==> src/vgts_pkg.sv <==
package vgts_pkg;

  localparam int DIM_X = 32;
  localparam int DIM_Y = 32;
  localparam int DIM_Z = 32;

  localparam int DATA_W = 32;
  localparam int FRAC_W = 16;
  localparam int ADDR_W = 15;
  localparam int STORE_DEPTH = 1 << ADDR_W;

  localparam int XW = (DIM_X > 1) ? $clog2(DIM_X) : 1;
  localparam int YW = (DIM_Y > 1) ? $clog2(DIM_Y) : 1;
  localparam int ZW = (DIM_Z > 1) ? $clog2(DIM_Z) : 1;
  localparam int XYW = (XW > YW) ? XW : YW;
  localparam int IDX_W = (XYW > ZW) ? XYW : ZW;

  localparam int QDEPTH = 2;
  localparam int QPTR_W = (QDEPTH > 1) ? $clog2(QDEPTH) : 1;
  localparam int QCNT_W = $clog2(QDEPTH + 1);

  typedef enum logic [1:0] {
    ACT_WRITE   = 2'd0,
    ACT_NEAREST = 2'd1,
    ACT_TRILIN  = 2'd2
  } act_t;

  typedef enum logic [1:0] {
    F_IDLE,
    F_MUL,
    F_SPLIT,
    F_PUSH
  } f_state_t;

  typedef enum logic {
    B_IDLE,
    B_RUN
  } b_state_t;

  typedef struct packed {
    act_t                act;
    logic [ADDR_W-1:0]   waddr;
    logic [DATA_W-1:0]   wdata;
    logic [IDX_W-1:0]    x0;
    logic [IDX_W-1:0]    x1;
    logic [IDX_W-1:0]    y0;
    logic [IDX_W-1:0]    y1;
    logic [IDX_W-1:0]    z0;
    logic [IDX_W-1:0]    z1;
    logic [FRAC_W-1:0]   fx;
    logic [FRAC_W-1:0]   fy;
    logic [FRAC_W-1:0]   fz;
  } cmd_t;

endpackage

==> src/vgts_front.sv <==
module vgts_front (
  input  logic                        clk,
  input  logic                        rst_n,
  input  logic                        in_push,
  output logic                        in_full,
  input  logic [1:0]                  in_action,
  input  logic [vgts_pkg::ADDR_W-1:0] in_voxel_address,
  input  logic [vgts_pkg::DATA_W-1:0] in_voxel_value,
  input  logic [vgts_pkg::DATA_W-1:0] in_point_x,
  input  logic [vgts_pkg::DATA_W-1:0] in_point_y,
  input  logic [vgts_pkg::DATA_W-1:0] in_point_z,
  input  logic                        cfg_wr_en,
  input  logic [2:0]                  cfg_index,
  input  logic [vgts_pkg::DATA_W-1:0] cfg_data,
  input  logic                        q_full,
  output logic                        q_push,
  output vgts_pkg::cmd_t              q_cmd
);
  import vgts_pkg::*;

  localparam logic [2:0] CFG_ORG_X = 3'd0;
  localparam logic [2:0] CFG_ORG_Y = 3'd1;
  localparam logic [2:0] CFG_ORG_Z = 3'd2;
  localparam logic [2:0] CFG_INV_X = 3'd3;
  localparam logic [2:0] CFG_INV_Y = 3'd4;
  localparam logic [2:0] CFG_INV_Z = 3'd5;
  localparam logic [1:0] AXIS_LAST = 2'd2;
  localparam logic [DATA_W-1:0] INV_RESET = 32'h0001_0000;

  f_state_t state_r, state_nxt;

  logic [DATA_W-1:0] org_r [3];
  logic [DATA_W-1:0] inv_r [3];

  act_t              act_r;
  logic [ADDR_W-1:0] waddr_r;
  logic [DATA_W-1:0] wdata_r;
  logic [DATA_W-1:0] pt_r [3];
  logic [1:0]        axis_r;
  logic [63:0]       prod_r, prod_nxt;
  logic [IDX_W-1:0]  lo_r [3];
  logic [IDX_W-1:0]  hi_r [3];
  logic [FRAC_W-1:0] frac_r [3];

  logic [DATA_W-1:0] sel_pt, sel_org, sel_inv, dpos, cell_idx, dim_top;
  logic [DATA_W:0]   diff;
  logic [IDX_W-1:0]  lo_nxt, hi_nxt;

  // offset from origin, clamped at zero, times reciprocal step
  always_comb begin
    sel_pt   = pt_r[axis_r];
    sel_org  = org_r[axis_r];
    sel_inv  = inv_r[axis_r];
    diff     = {sel_pt[DATA_W-1], sel_pt} - {sel_org[DATA_W-1], sel_org};
    dpos     = diff[DATA_W] ? '0 : diff[DATA_W-1:0];
    prod_nxt = 64'(dpos) * 64'(sel_inv);
  end

  always_comb begin
    cell_idx = prod_r[63:32];
    case (axis_r)
      2'd0:    dim_top = 32'(DIM_X - 1);
      2'd1:    dim_top = 32'(DIM_Y - 1);
      default: dim_top = 32'(DIM_Z - 1);
    endcase
    lo_nxt = (cell_idx > dim_top) ? dim_top[IDX_W-1:0] : cell_idx[IDX_W-1:0];
    hi_nxt = (cell_idx >= dim_top) ? dim_top[IDX_W-1:0] : IDX_W'(cell_idx + 32'd1);
  end

  always_comb begin
    state_nxt = state_r;
    case (state_r)
      F_IDLE: begin
        if (in_push) begin
          case (act_t'(in_action))
            ACT_WRITE:               state_nxt = F_PUSH;
            ACT_NEAREST, ACT_TRILIN: state_nxt = F_MUL;
            default:                 state_nxt = F_IDLE;
          endcase
        end
      end
      F_MUL:   state_nxt = F_SPLIT;
      F_SPLIT: state_nxt = (axis_r == AXIS_LAST) ? F_PUSH : F_MUL;
      F_PUSH:  state_nxt = q_full ? F_PUSH : F_IDLE;
      default: state_nxt = F_IDLE;
    endcase
  end

  always_comb begin
    in_full = (state_r != F_IDLE);
    q_push  = (state_r == F_PUSH) && !q_full;
    q_cmd.act   = act_r;
    q_cmd.waddr = waddr_r;
    q_cmd.wdata = wdata_r;
    q_cmd.x0    = lo_r[0];
    q_cmd.x1    = hi_r[0];
    q_cmd.y0    = lo_r[1];
    q_cmd.y1    = hi_r[1];
    q_cmd.z0    = lo_r[2];
    q_cmd.z1    = hi_r[2];
    q_cmd.fx    = frac_r[0];
    q_cmd.fy    = frac_r[1];
    q_cmd.fz    = frac_r[2];
  end

  always_ff @(posedge clk) begin
    if (!rst_n) begin
      state_r  <= F_IDLE;
      axis_r   <= '0;
      org_r[0] <= '0;
      org_r[1] <= '0;
      org_r[2] <= '0;
      inv_r[0] <= INV_RESET;
      inv_r[1] <= INV_RESET;
      inv_r[2] <= INV_RESET;
    end else begin
      state_r <= state_nxt;
      if (cfg_wr_en) begin
        case (cfg_index)
          CFG_ORG_X: org_r[0] <= cfg_data;
          CFG_ORG_Y: org_r[1] <= cfg_data;
          CFG_ORG_Z: org_r[2] <= cfg_data;
          CFG_INV_X: inv_r[0] <= cfg_data;
          CFG_INV_Y: inv_r[1] <= cfg_data;
          CFG_INV_Z: inv_r[2] <= cfg_data;
          default: ;
        endcase
      end
      if (state_r == F_IDLE) begin
        axis_r <= '0;
      end else if (state_r == F_SPLIT) begin
        axis_r <= axis_r + 2'd1;
      end
    end
  end

  always_ff @(posedge clk) begin
    if (state_r == F_IDLE && in_push) begin
      act_r   <= act_t'(in_action);
      waddr_r <= in_voxel_address;
      wdata_r <= in_voxel_value;
      pt_r[0] <= in_point_x;
      pt_r[1] <= in_point_y;
      pt_r[2] <= in_point_z;
    end
    if (state_r == F_MUL) begin
      prod_r <= prod_nxt;
    end
    if (state_r == F_SPLIT) begin
      lo_r[axis_r]   <= lo_nxt;
      hi_r[axis_r]   <= hi_nxt;
      frac_r[axis_r] <= prod_r[31:16];
    end
  end

endmodule

==> config.mk <==
export PLATFORM = sky130hd
export DESIGN_NAME = vgts_front
export DESIGN_NICKNAME = d
export VERILOG_FILES = /design/src/vgts_pkg.sv /design/src/vgts_front.sv
export SDC_FILE = /design/constraint.sdc
export NUM_CORES = 2
export LEC_CHECK = 0
export BUFFER_PORTS_ARGS = -buffer_cell sky130_fd_sc_hd__buf_2
export CAP_MARGIN = 20
export CORE_ASPECT_RATIO = 0.8
export CORE_MARGIN = 4
export CORE_UTILIZATION = 55
export DETAILED_ROUTE_END_ITERATION = 8
export GPL_TIMING_DRIVEN = 0
export PLACE_DENSITY_LB_ADDON = 0.1
export SLEW_MARGIN = 20
export SYNTH_ARGS = -nofsm -noshare
export SYNTH_HDL_FRONTEND = slang
export SYNTH_SLANG_ARGS = --single-unit
==> constraint.sdc <==
create_clock -name clk -period 33.2 [get_ports clk]
set_input_delay 1.66 -clock clk [delete_from_list [all_inputs] [get_ports clk]]
set_output_delay 1.66 -clock clk [all_outputs]
set_load 0.01 [all_outputs]
# ---- Yosys cells after proc, flatten, opt, wreduce, memory -nomap -nowiden
# Memory sizes are Yosys's and may differ from the RTL's. A register that Yosys moved wholly into a read port is not among the register bits.
# Cells that the tools add are included.
# Widths: inputs -> output; s select.
dict set report word_totals {
  reg_bits 117
  mem_bits_rw 366
  input_bits 185
  output_inout_bits 129
  word_cells 95
  mem_count 6
}
dict set report op_classes {
  n_addsub 3
  mul 1
  magnitude_cmp 2
  eq_ne 12
  muxes 49
  bitwise 7
  n_reduce_logical 9
}
# memory depth width rd rd_clocked_by_memory_dff wr line
set mem_list {}
lappend mem_list {inv_r 3 32 1 1 3 vgts_front.sv:33} ;# logic [DATA_W-1:0] inv_r [3];
lappend mem_list {org_r 3 32 1 1 3 vgts_front.sv:32} ;# logic [DATA_W-1:0] org_r [3];
lappend mem_list {pt_r 3 32 1 1 3 vgts_front.sv:38} ;# logic [DATA_W-1:0] pt_r [3];
lappend mem_list {frac_r 3 16 3 0 1 vgts_front.sv:43} ;# logic [FRAC_W-1:0] frac_r [3];
lappend mem_list {hi_r 3 5 3 0 1 vgts_front.sv:42} ;# logic [IDX_W-1:0] hi_r [3];
lappend mem_list {lo_r 3 5 3 0 1 vgts_front.sv:41} ;# logic [IDX_W-1:0] lo_r [3];
# operator n
set op_table {}
lappend op_table {{$mux 32} 7}
lappend op_table {{$mul 32x32->64} 1}
lappend op_table {{$sub 32x32->33} 1}
lappend op_table {{$ge 32x5->1 const B} 1}
lappend op_table {{$gt 32x5->1 const B} 1}
lappend op_table {{$mux 1} 29}
lappend op_table {{$mux 2} 9}
lappend op_table {{$mux 5} 2}
lappend op_table {{$eq 2x2->1 const B} 4}
lappend op_table {{$pmux 2 s4} 1}
lappend op_table {{$eq 3x2->1 const B} 2}
lappend op_table {{$eq 3x3->1 const B} 2}
lappend op_table {{$or 1x1->1} 6}
lappend op_table {{$add 5x1->5 const B} 1}
lappend op_table {{$eq 2x1->1 const B} 2}
lappend op_table {{$logic_not 2->1} 2}
lappend op_table {{$pmux 2 s2} 1}
lappend op_table {{$reduce_or 2->1} 2}
lappend op_table {{$eq 3x1->1 const B} 1}
lappend op_table {{$logic_not 3->1} 1}
lappend op_table {{$add 2x1->2 const B} 1}
lappend op_table {{$logic_and 1x1->1} 2}
lappend op_table {{$ne 2x2->1 const B} 1}
lappend op_table {{$reduce_bool 2->1} 1}
lappend op_table {{other kinds (2)} 2}

# ---- Longest topological paths before layout
dict set report depth {
  ltp_word 6
  depth_mapped 50
  depth_no_buf 43
}

# ---- Worst setup path after synthesis
# OpenSTA, ideal clock, no wires.
dict set report synth_path {
  kind {register to register}
  from {register with a tool-made name}
  to {register prod_r[53], data pin}
  setup_ps 269
  arrival_time_ps 11351
  required_time_ps 32931
  path_slack_ps 21581
  path_stages_with_launch 46
  n_path_buf 7
  synth_period_minus_slack_ps 11619
  path_cell_list {dfxtp_1 -> clkbuf_1 -> clkbuf_1 -> clkbuf_1 -> buf_1 -> mux2i_1 -> o21ai_0 -> ha_1 -> fa_1 -> nor2b_1 -> o31a_1 -> a31oi_1 -> a21oi_1 -> o211ai_1 -> and2_2 -> nand2b_1 -> nand2_1 -> buf_2 -> [... 10 more ...] -> inv_1 -> fa_1 -> fa_1 -> fa_1 -> inv_1 -> fa_1 -> inv_1 -> ha_1 -> a21o_1 -> a21o_1 -> a21oi_1 -> o21ai_0 -> a21o_1 -> a221oi_1 -> nand2_1 -> o41ai_2 -> o31ai_1 -> xor2_1}
}
# element line
set synth_lines {}
lappend synth_lines {{end signal, assigned} vgts_front.sv:147} ;# prod_r <= prod_nxt;
lappend synth_lines {{end, declared} vgts_front.sv:40} ;# logic [63:0] prod_r, prod_nxt;

==> impl_metrics.py <==
metrics = {
    "status": {
        "status": "completed",
    },
    "global_routing": {
        "grt_pass1_vias": 39100,
        "grt_max_degree": 29,
        "grt_overflow": 0,
        "grt_pass1_wl_um": 258000,
        "antenna_found_initial": 6,
        "grt_usage_pct": 36.8,
    },
    "cells_and_area": {
        "drive_above_1_share_pct": 10.1,
        "fill_cells": 7979,
        "final_common_cell": "inv_1",
        "area_delta_synth_final_pct": 10.4,
        "final_area_um2": 56600,
        "final_cell_mix": "inv_1 (921), fa_1 (896), nor2_1 (630)",
        "layout.cells.non_filler": 6653,
        "fin_nets": 6773,
    },
    "sta": {
        "whs_ns": 0.475,
        "skew_ns": 0.0244,
        "fmax_ghz": 0.0558,
        "setup-tns-final_ns": 0,
        "timing.slew.headroom_pct": 15.8,
        "rsz0062_at_grt": "no",
        "period_share_pct": 54.0,
        "drv_slew": 0,
        "period_minus_slack_ns": 17.93,
        "finalSetupViolations": 0,
        "worstMarginPinSlew_ns": 1.26,
        "finalHoldViolCount": 0,
    },
    "setup_path": {
        "crit_fanout": 10,
        "rr_worst_depth": 44,
        "critPathMaxStageDelay_ns": 0.76,
        "rrSetupSlack_ns": 15.27,
        "crit_path_frequent_cell": "fa_1",
        "r2r_end": "prod_r[50]",
        "cp-start-kind": "flop",
        "critPathCaptureType": "flop",
        "crit_type": "reg2reg",
        "arrival_ns": 18.40,
        "worstPathRequired_ns": 33.67,
        "cp_slowest_cell": "buf_1",
    },
    "synth": {
        "async_flop_share_pct": 0,
        "yosys_warnings": 0,
        "synthesis.nets": 6381,
        "synth-edff-count": 463,
        "yosysSeqAreaShare_pct": 27.4,
        "synth_seq_cells": 469,
        "syn_area_um2": 51300,
        "synthCells": 5004,
        "yosys_most_used_dff": "edfxtp_1",
        "synth.distinct_cells": 76,
        "syn_avg_cell_area_um2": 10.2,
    },
    "clock_tree": {
        "ctsLongestPathBuffers": 3,
        "clkTransAtPathRegs_ns": 0.06,
        "cts_sinks": 469,
        "root_buffer": "clkbuf_16",
        "cts.htree.levels": 2,
        "cts_buffers": 49,
        "cts_setup_buffers": 0,
        "hold_buffers": 0,
        "worstSkewPairLatency_ns": 0.64,
        "cts-resized-gates": 0,
        "cts_tree": "done",
    },
    "floorplan": {
        "rows": 99,
        "dieHeight_um": 281,
        "die_w_um": 349,
        "core_um2": 91800,
        "floorplan.initialDensity_pct": 55.8,
        "io-pin-count": 314,
        "dieArea_um2": 98200,
    },
    "detailed_routing": {
        "wire_per_inst_um": 26.8,
        "drtIter0Drc": 4067,
        "drt.antenna.violating_nets": 0,
        "vias": 38900,
        "vias_per_cell": 5.84,
        "routed_wl_um": 178000,
        "drc_errors": 0,
        "firstDrtPassIters": 6,
    },
    "place": {
        "place.port_buffers": 313,
        "place_inst": 6556,
        "gp_congestion": 1.07,
        "post_dp_cell_area_um2": 54900,
        "hpwl_um": 149000,
    },
    "job": {
        "maxCapViolCount": 0,
    },
    "min_path": {
        "hold_path_depth": 0,
        "worstHoldStart": "prod_r[30]",
        "hold_end": "frac_r[1][14]",
        "hold_path.class": "reg2reg",
    },
}
-- through the flow --
step,utilization (%),worst slack (ns)
global placement,59.2,15.69
global route,61.7,14.87
floorplan,-,21.58
detailed placement,59.8,15.89
finish,61.7,15.27
CTS,61.6,15.85
-- layout make-up --
class	count	area (µm²)	area share, %
inverters	921	3460	6.11
plain buffers	237	996	1.76
multi-input cells	3377	32900	58.2
well taps	1212	1520	2.68
flip-flops and latches	469	14000	24.8
diodes	6	15.0	0.0265
clock inverters	35	422	0.745
clock buffers	55	1250	2.21
repair buffers	341	1990	3.51
-- critical path: cells and delay by family (launching register included) --
kind / cells / cell delay [ns]
flip-flops: 1 / 0.52
buffers and inverters: 13 / 5.50
AND/OR/NAND/NOR: 11 / 3.30
XOR/XNOR: 1 / 0.17
adder cells (fa/ha/maj): 11 / 5.03
AO/OA/AOI/OAI: 8 / 3.09
-- flip-flops by register name, indices dropped and copies added (netlist names), 15 cells and up, named ones only --
name and count:
prod_r 48, pt_r 96, wdata_r 32, org_r 96, inv_r 96, frac_r 48, hi_r 15, lo_r 15
waddr_r 15
-- worst max path at each step --
stage / from / endpoint / cells past startpoint
floorplan: flop / prod_r[53] / 45
global placement: flop / prod_r[50] / 43
detailed placement: flop / prod_r[50] / 44
CTS: flop / prod_r[50] / 44
global route: flop / prod_r[50] / 44
finish: flop / prod_r[50] / 44
-- logic make-up (layout without fill, tap and decap cells) --
| family | Yosys count | in the layout | synth area share, % |
|---|---|---|---|
| and+or+nand+nor | 1561 | 1561 | 12.9 |
| adders and majority gates | 1192 | 1192 | 42.2 |
| buffers and inverters | 1158 | 1589 | 8.69 |
| DFF | 469 | 469 | 27.4 |
| AOI/OAI and AO/OA | 444 | 444 | 5.52 |
| muxes | 101 | 101 | 1.97 |
| xor gates and xnor gates | 79 | 79 | 1.35 |
| other | 0 | 6 | 0 |
-- cells in the mapped netlist (17+ instances only) --
library cell / n / area share, %
nand4_1: 28 / 0.34
and3_1: 37 / 0.45
o21ai_0: 95 / 0.93
buf_2: 66 / 0.64
o21a_1: 41 / 0.60
inv_1: 921 / 6.7
o21ai_1: 20 / 0.20
buf_1: 19 / 0.14
o21bai_1: 17 / 0.25
nor2_1: 631 / 4.6
nand3_1: 40 / 0.39
edfxtp_1: 463 / 27
xor2_1: 33 / 0.56
clkbuf_1: 146 / 1.1
xnor2_1: 46 / 0.79
nand2b_1: 18 / 0.22
nand2_1: 609 / 4.5
mux2i_1: 100 / 2.0
and2_1: 99 / 1.2
fa_1: 896 / 35
a21o_1: 72 / 1.1
nor3_1: 36 / 0.35
a21oi_1: 131 / 1.3
ha_1: 296 / 7.2
-- layer usage --
| metal | global-route usage [%] | vias up | part of all wire, % |
|---|---|---|---|
| li1 | - | 16400 | - |
| met1 | 50.7 | 19700 | 39 |
| met2 | 51.3 | 2306 | 41 |
| met3 | 12.5 | 455 | 13 |
| met4 | 20.4 | 2 | 6.9 |
| met5 | 0 | - | 0.0079 |
Power is not shown: default switching activity piles up to over one toggle a cycle in this logic, so the estimate is an artifact.
